<file path="src/design/rse_pkg.sv">
package rse_pkg;

  localparam int unsigned XLEN       = 32;
  localparam int unsigned NREGS      = 32;
  localparam int unsigned REG_AW     = $clog2(NREGS);
  localparam int unsigned DATA_DEPTH = 256;
  localparam int unsigned DATA_AW    = $clog2(DATA_DEPTH);
  localparam int unsigned PRE_AW     = 8;

  typedef logic [XLEN-1:0]    word_t;
  typedef logic [REG_AW-1:0]  reg_idx_t;
  typedef logic [DATA_AW-1:0] data_addr_t;

  localparam word_t PC_STEP    = word_t'(4);
  localparam word_t DATA_LIMIT = word_t'(DATA_DEPTH);

  // Command field codes
  localparam logic CMD_EXEC    = 1'b0;
  localparam logic CMD_PRELOAD = 1'b1;

  typedef enum logic [3:0] {
    OP_ADD  = 4'd0,
    OP_SUB  = 4'd1,
    OP_AND  = 4'd2,
    OP_OR   = 4'd3,
    OP_ADDI = 4'd4,
    OP_LW   = 4'd5,
    OP_SW   = 4'd6,
    OP_BEQ  = 4'd7,
    OP_BNE  = 4'd8,
    OP_JAL  = 4'd9,
    OP_NOP  = 4'd10
  } opcode_t;

  // Input item
  typedef struct packed {
    logic               command;
    logic [3:0]         opcode;
    reg_idx_t           dest_reg;
    reg_idx_t           src_reg_a;
    reg_idx_t           src_reg_b;
    logic signed [31:0] immediate;
    logic [PRE_AW-1:0]  preload_address;
    logic signed [31:0] preload_value;
  } in_t;

  // Result item
  typedef struct packed {
    word_t              next_pc;
    logic               reg_written;
    reg_idx_t           written_index;
    logic signed [31:0] written_value;
    logic               branch_taken;
    logic               address_fault;
  } out_t;

  // Register write-back port
  typedef struct packed {
    logic     en;
    reg_idx_t idx;
    word_t    value;
  } wb_t;

  // Data store access
  typedef struct packed {
    logic       wen;
    logic       ren;
    data_addr_t addr;
    word_t      wdata;
  } dmem_req_t;

endpackage

</file>
<file path="src/design/rse_ram.sv">
// Single write port, single registered read port; read returns old data
// when the same address is written at the same edge.
module rse_ram #(
  parameter int unsigned WIDTH = 32,
  parameter int unsigned DEPTH = 256
) (
  input  logic                     clk,
  input  logic                     wen,
  input  logic [$clog2(DEPTH)-1:0] waddr,
  input  logic [WIDTH-1:0]         wdata,
  input  logic                     ren,
  input  logic [$clog2(DEPTH)-1:0] raddr,
  output logic [WIDTH-1:0]         rdata
);

  logic [WIDTH-1:0] mem [DEPTH];

  always_ff @(posedge clk) begin
    if (wen) begin
      mem[waddr] <= wdata;
    end
    if (ren) begin
      rdata <= mem[raddr];
    end
  end

endmodule

</file>
<file path="src/design/rse_regfile.sv">
// 32 x 32 register file: two RAM copies give two read ports, valid bits
// make never-written registers (and x0) read as zero after reset.
module rse_regfile (
  input  logic              clk,
  input  logic              rst,
  input  rse_pkg::wb_t      wb,
  input  logic              ren,
  input  rse_pkg::reg_idx_t raddr_a,
  input  rse_pkg::reg_idx_t raddr_b,
  output rse_pkg::word_t    rdata_a,
  output rse_pkg::word_t    rdata_b
);

  logic [rse_pkg::NREGS-1:0] valid;
  logic                      valid_a;
  logic                      valid_b;
  rse_pkg::word_t            ram_a;
  rse_pkg::word_t            ram_b;

  rse_ram #(.WIDTH(rse_pkg::XLEN), .DEPTH(rse_pkg::NREGS)) u_ram_a (
    .clk   (clk),
    .wen   (wb.en),
    .waddr (wb.idx),
    .wdata (wb.value),
    .ren   (ren),
    .raddr (raddr_a),
    .rdata (ram_a)
  );

  rse_ram #(.WIDTH(rse_pkg::XLEN), .DEPTH(rse_pkg::NREGS)) u_ram_b (
    .clk   (clk),
    .wen   (wb.en),
    .waddr (wb.idx),
    .wdata (wb.value),
    .ren   (ren),
    .raddr (raddr_b),
    .rdata (ram_b)
  );

  // written-since-reset flags
  always_ff @(posedge clk) begin
    if (rst) begin
      valid <= '0;
    end else if (wb.en) begin
      valid[wb.idx] <= 1'b1;
    end
  end

  // flag read tracks the RAM read
  always_ff @(posedge clk) begin
    if (ren) begin
      valid_a <= valid[raddr_a];
      valid_b <= valid[raddr_b];
    end
  end

  assign rdata_a = valid_a ? ram_a : '0;
  assign rdata_b = valid_b ? ram_b : '0;

endmodule

</file>
<file path="config.mk">
export PLATFORM = sky130hd
export DESIGN_NAME = rse_regfile
export DESIGN_NICKNAME = d
export VERILOG_FILES = /design/src/design/rse_pkg.sv /design/src/design/rse_ram.sv /design/src/design/rse_regfile.sv
export SDC_FILE = /design/constraint.sdc
export NUM_CORES = 1
export LEC_CHECK = 0
export BUFFER_PORTS_ARGS = -buffer_cell sky130_fd_sc_hd__buf_4
export CORE_MARGIN = 4
export CORE_UTILIZATION = 50
export CTS_BUF_LIST = sky130_fd_sc_hd__clkbuf_4
export CTS_CLUSTER_SIZE = 28
export DETAILED_ROUTE_END_ITERATION = 12
export GPL_TIMING_DRIVEN = 0
export MAX_ROUTING_LAYER = met4
export PLACE_DENSITY = 0.68
export REMOVE_ABC_BUFFERS = 1
export SYNTH_ARGS = -nofsm -noshare
export SYNTH_HDL_FRONTEND = slang
export SYNTH_SLANG_ARGS = --single-unit
</file>
<file path="constraint.sdc">
create_clock -name clk -period 3.2 [get_ports clk]
set_clock_uncertainty 0.15 [all_clocks]
set_input_delay 0.64 -clock clk [delete_from_list [all_inputs] [get_ports clk]]
set_output_delay 0.64 -clock clk [all_outputs]
set_load 0.005 [all_outputs]
</file>
Yosys cells after proc, flatten, opt, wreduce, memory -nomap -nowiden
Memories as Yosys holds them, arrays and structs flattened. A register that Yosys moved wholly into a read port is not among the register bits.
Cells that the tools add are included.
{"block": "op_classes", "order_cmp": 4, "muxes": 10, "bitwise_logic": 1, "n_reduce_logical": 1}
{"op": "32-bit 2-to-1 mux", "n": 2}
{"op": "32-bit OR", "n": 1}
{"op": "5-bit by 6-bit less-than comparator with 1-bit output (second input constant)", "n": 3}
{"op": "1-bit binary-select mux with 5-bit select", "n": 2}
{"op": "1-bit demux with 5-bit select", "n": 1}
{"op": "5-bit by 1-bit >= comparator with 1-bit output (second input constant)", "n": 1}
{"op": "1-bit 2-to-1 mux", "n": 5}
{"op": "1-bit logical AND", "n": 1}
{"block": "totals", "regBits": 34, "mem_bits_rw": 2048, "input_bits": 51, "output_inout_bits": 64, "word_cells": 21, "n_memories": 2}
{"memory": "u_ram_a.mem", "depth": 32, "width": 32, "read_ports": 1, "rd_ports_with_merged_regs": 1, "wr": 1, "line_no": "rse_ram.sv:16", "rtl": "logic [WIDTH-1:0] mem [DEPTH];"}
{"memory": "u_ram_b.mem", "depth": 32, "width": 32, "read_ports": 1, "rd_ports_with_merged_regs": 1, "wr": 1, "line_no": "rse_ram.sv:16"}

Depth between registers and ports, before layout
{"block": "logic_depth", "depth_word": 5, "mapped_depth": 8, "depth_no_buf": 5}

Cells and area by module
From an unflattened synthesis, not the netlist that was laid out.
{"block": "hier_totals", "hier_cells": 4789, "hier_area_um2": 83777.8}
{"module": "rse_ram", "n_inst": 2, "cells_each": 2260, "area_each_um2": 40805.4, "seq_area_each_um2": 31710.4}
{"module": "rse_regfile", "n_inst": 1, "cells_each": 269, "area_each_um2": 2167.1, "seq_area_each_um2": 700.7}

Worst setup path before layout
OpenSTA, ideal clock, no wires.
{"block": "synth_timing", "kind": "input-to-reg", "startpoint": "in wb[32] (netlist bit)", "endpoint": "mem u_ram_b.mem[24][0] (enable)", "setup_time_ps": 423, "t_arrival_ps": 2684, "t_required_ps": 2627, "path_slack_ps": -56, "path_stages": 3, "path_buffers": 1, "cell_sequence": "or3b_2 -> clkbuf_1 -> nor2_1"}
{"item": "from (decl)", "line_no": "rse_regfile.sv:6", "rtl": "input rse_pkg::wb_t wb,"}
{"item": "to (decl)", "line_no": "rse_ram.sv:16"}
No word-level cell before the write port.

Worst setup path after layout
{"block": "layout_timing", "startpoint": "reg valid_b", "endpoint": "out rdata_b[10]"}
{"block": "layout_via", "elab_chain_len": 1}
{"item": "from (decl)", "line_no": "rse_regfile.sv:16", "rtl": "logic valid_b;"}
{"item": "from (signal assigned)", "line_no": "rse_regfile.sv:53", "rtl": "valid_b <= valid[raddr_b];"}
{"item": "32-bit 2-to-1 mux", "line_no": "rse_regfile.sv:58", "rtl": "assign rdata_b = valid_b ? ram_b : '0;"}
{"item": "to (decl)", "line_no": "rse_regfile.sv:11", "rtl": "output rse_pkg::word_t rdata_b"}
Every way passes these cells.

==> summary.md <==
| Metric | Value |
|---|---|
| CTS root buffer | clkbuf_4 |
| Hold path depth | 1 |
| Placed cell areas | 56640 sq um |
| Critical path type | reg -> out |
| Dpl cells | 5033 |
| DRC violations left | 0 |
| Status | finished clean |
| Worst hold path type | in -> reg |
| Global-route wire length before repair | 224.0 mm |
| Routed length on met1 | approximately 65 mm |
| TritonCTS Sinks | about 1.1k |
| Final period utilization | 0.9658 |
| PwrDens | 518.4 nW/um^2 |
| Min Tclk post-route | just over 3 ns |
| CP Launch Type | flip-flop |
| DR top layer | met4 |
| Static leakage | 22.89 nW |
| Initial Util | 0.5065 |
| Max-cap check violation count | 0 |
| Number of gates resized after CTS | 0 |
| Initial antenna violation count | 7 |
| Register bit count reported by yosys | 1122 |
| Non-Filler Instances | 5595 |
| RSZ-0062 raised after global routing | false |
| Critical Path Sink Type | output port |
| CTS tree | yes |
| Ports | 115 |
| GR Util All Layers | 0.2815 |
| # setup viols final | 0 |
| Share of layout cells above drive strength 1 | 0.1738 |
| Peak supply drop | 0.2124 mV |
| Clock input transition at the sequential cells of the worst setup and hold paths | 0.07 ns |
| Clock Latency Late Sink | 1.14 ns |
| Port Buffers | 114 |
| Die Area | 110700 sq um |
| H-tree depth | 5 |
| Setup slack after layout | 0.1095 ns |
| Final Hold Slack | 0.1100 ns |
| CP required | 2.41 ns |
| Yosys Warn Count | 0 |
| Vias in the first global route | around 35k |
| Vias post-DR | 35.37k |
| Design area | roughly 60000 sq um |
| Antenna Nets Post-Route | 0 |
| Max-slew headroom | 0.09476 |
| Inserted Clock Buffers | between 300 and 400 |
| Setup Total Neg Slack | 0 ns |
| Post-Syn Instances | 3700 |
| DIE HEIGHT | 332.7 um |
| Hpwl dp | 91.91 mm |
| Avg WL per Cell | about 28 um |
| DRT iter0 DRCs | 4051 |
| R2R setup slack | 1.38 ns |
| Rows | 118 |
| Place WS | -0.5601 ns |
| FF-to-FF path depth | 5 |
| WP data arrival | 2.30 ns |
| Final Hold Fails | 0 |
| Register area share after synthesis | 0.6331 |
| Net count reported at finish | 4060 |
| Max clock buf depth | 4 |
| Slew at the pin with the worst max-slew slack | about 1.4 ns |
| Yosys cell types | 26 |
| Total Routed Length | 156.3 mm |
| Max Fclk | between 300 and 400 MHz |
| Syn-to-layout area delta | 15.20% |
| Placer Congestion | 0.7473 |
| Cell area after synthesis | roughly 53000 sq um |
| Met3 wire len | between 15 and 20 mm |
| Mean number of vias per cell | 6.322 |
| Core Footprint | 104100 sq um |
| Syn Area/Cell | 14.25 sq um |
| Maximum number of pins on one net before global-route repair | 92 |
| WL met2 | 70.07 mm |
| Initial DRT Pass Iterations | 6 |
| Worst-path fanout max | 13 |
| Die W | between 300 and 400 um |
| Overflow after GRT | 0 |
| Fin. max-slew vios | 0 |
[sequential cells by signal, indices dropped and copies added (netlist names)]
| name | count |
|---|---|
| u_ram_a.mem | 32 |
| u_ram_a.rdata | 32 |
| u_ram_b.mem | 992 |
| u_ram_b.rdata | 32 |
| valid | 32 |
| valid_a | 1 |
| valid_b | 1 |
[path summary, 6_finish.rpt]
check / startpoint / end
worst max-delay path: valid_b$_DFFE_PP_ / rdata_b[10]
worst min-delay path: ren / u_ram_a.rdata[2]$_DFFE_PP_
worst max register to register: u_ram_b.mem[4][16]$_DFFE_PP_ / u_ram_b.rdata[16]$_DFFE_PP_
worst min register to register: valid[12]$_SDFFE_PP0P_ / valid[12]$_SDFFE_PP0P_
[Yosys cell counts (all sizes together)]
master  count  area share
nand3     200       0.019
mux2i    1056        0.20
nand2b      4     0.00047
clkbuf     95      0.0070
dfxtp      32       0.012
a22oi     198       0.028
buf       181       0.026
or3b        2     0.00033
nand3b      5     0.00071
edfxtp   1090        0.62
nor2      100      0.0072
nor2b       4     0.00047
nand2     202       0.014
a22o      132       0.022
a31oi      66      0.0078
or3         1     0.00012
and2       66      0.0078
nor3       66      0.0063
a21oi     198       0.019
or2         2     0.00024
[what timing repair did]
action,4_1_cts,5_1_grt
setup buffers,4,0
endpoints found under the hold margin,1082,0
hold buffers,44,0
setup endpoints to repair,64,0
[critical path: stages, from the launching register on]
cell	delay (ns)
edfxtp_1	0.47
buf_16	0.20
buf_16	0.17
and2_1	0.17
buf_4	0.14
[cell type report]
class	instances	area [sq um]
Fill cell	8129	43360
Sequential cell	1122	33370
Multi-Input combinational cell	2302	17940
Timing Repair Buffer	277	4081
Clock buffer	429	3221
Tap cell	1380	1727
Clock inverter	82	380.4
Antenna cell	3	7.507
[through the flow]
step / power (mW) / util
after floorplan: 18.07 / -
after CTS: 31.67 / 0.5834
final: 31.48 / 0.5834
after global placement: 20.01 / 0.5147
after detailed placement: 19.63 / 0.5441
after global routing: 32.72 / 0.5834
[layout by cell type, fill, tap and decap left out, drive strengths merged, types with 3 or more instances in the layout]
master,synthesis,layout
a21oi,198,198
clkbuf,95,429
dlygate4sd3,0,43
nor2,100,100
nand2b,4,4
a31oi,66,66
mux2i,1056,1056
edfxtp,1090,1090
nand3,200,200
a22oi,198,198
nand2,202,202
nor3,66,66
buf,181,234
inv,0,6
diode,0,3
nor2b,4,4
clkinv,0,73
a22o,132,132
nand3b,5,5
dfxtp,32,32
and2,66,66
[cells by family (layout without fill, tap and decap cells)]
logic type / count (synthesis) / count (layout) / synth area share
AO/OA/AOI/OAI: 594 / 594 / 0.07676
AND/OR/NAND/NOR: 652 / 652 / 0.05704
multiplexers: 1056 / 1056 / 0.2005
other: 0 / 3 / 0
flip-flops: 1122 / 1122 / 0.6331
buffers and inverters: 276 / 788 / 0.03264
[per-layer routing]
metal,global-route usage,vias to the layer above
met3,0.06551,377
li1,-,15282
met4,0.1086,0
met1,0.3859,17643
met2,0.4096,2068
met5,-,-
[report_power, final]
part	switching [mW]	internal, mW	leakage (nW)
logic	1.79	1.13	10.6
registers	0.0956	16.4	10.1
clock network	5.76	6.31	2.17
total	7.65	23.8	22.9
Note: power is estimated with default switching activity, not from simulation.
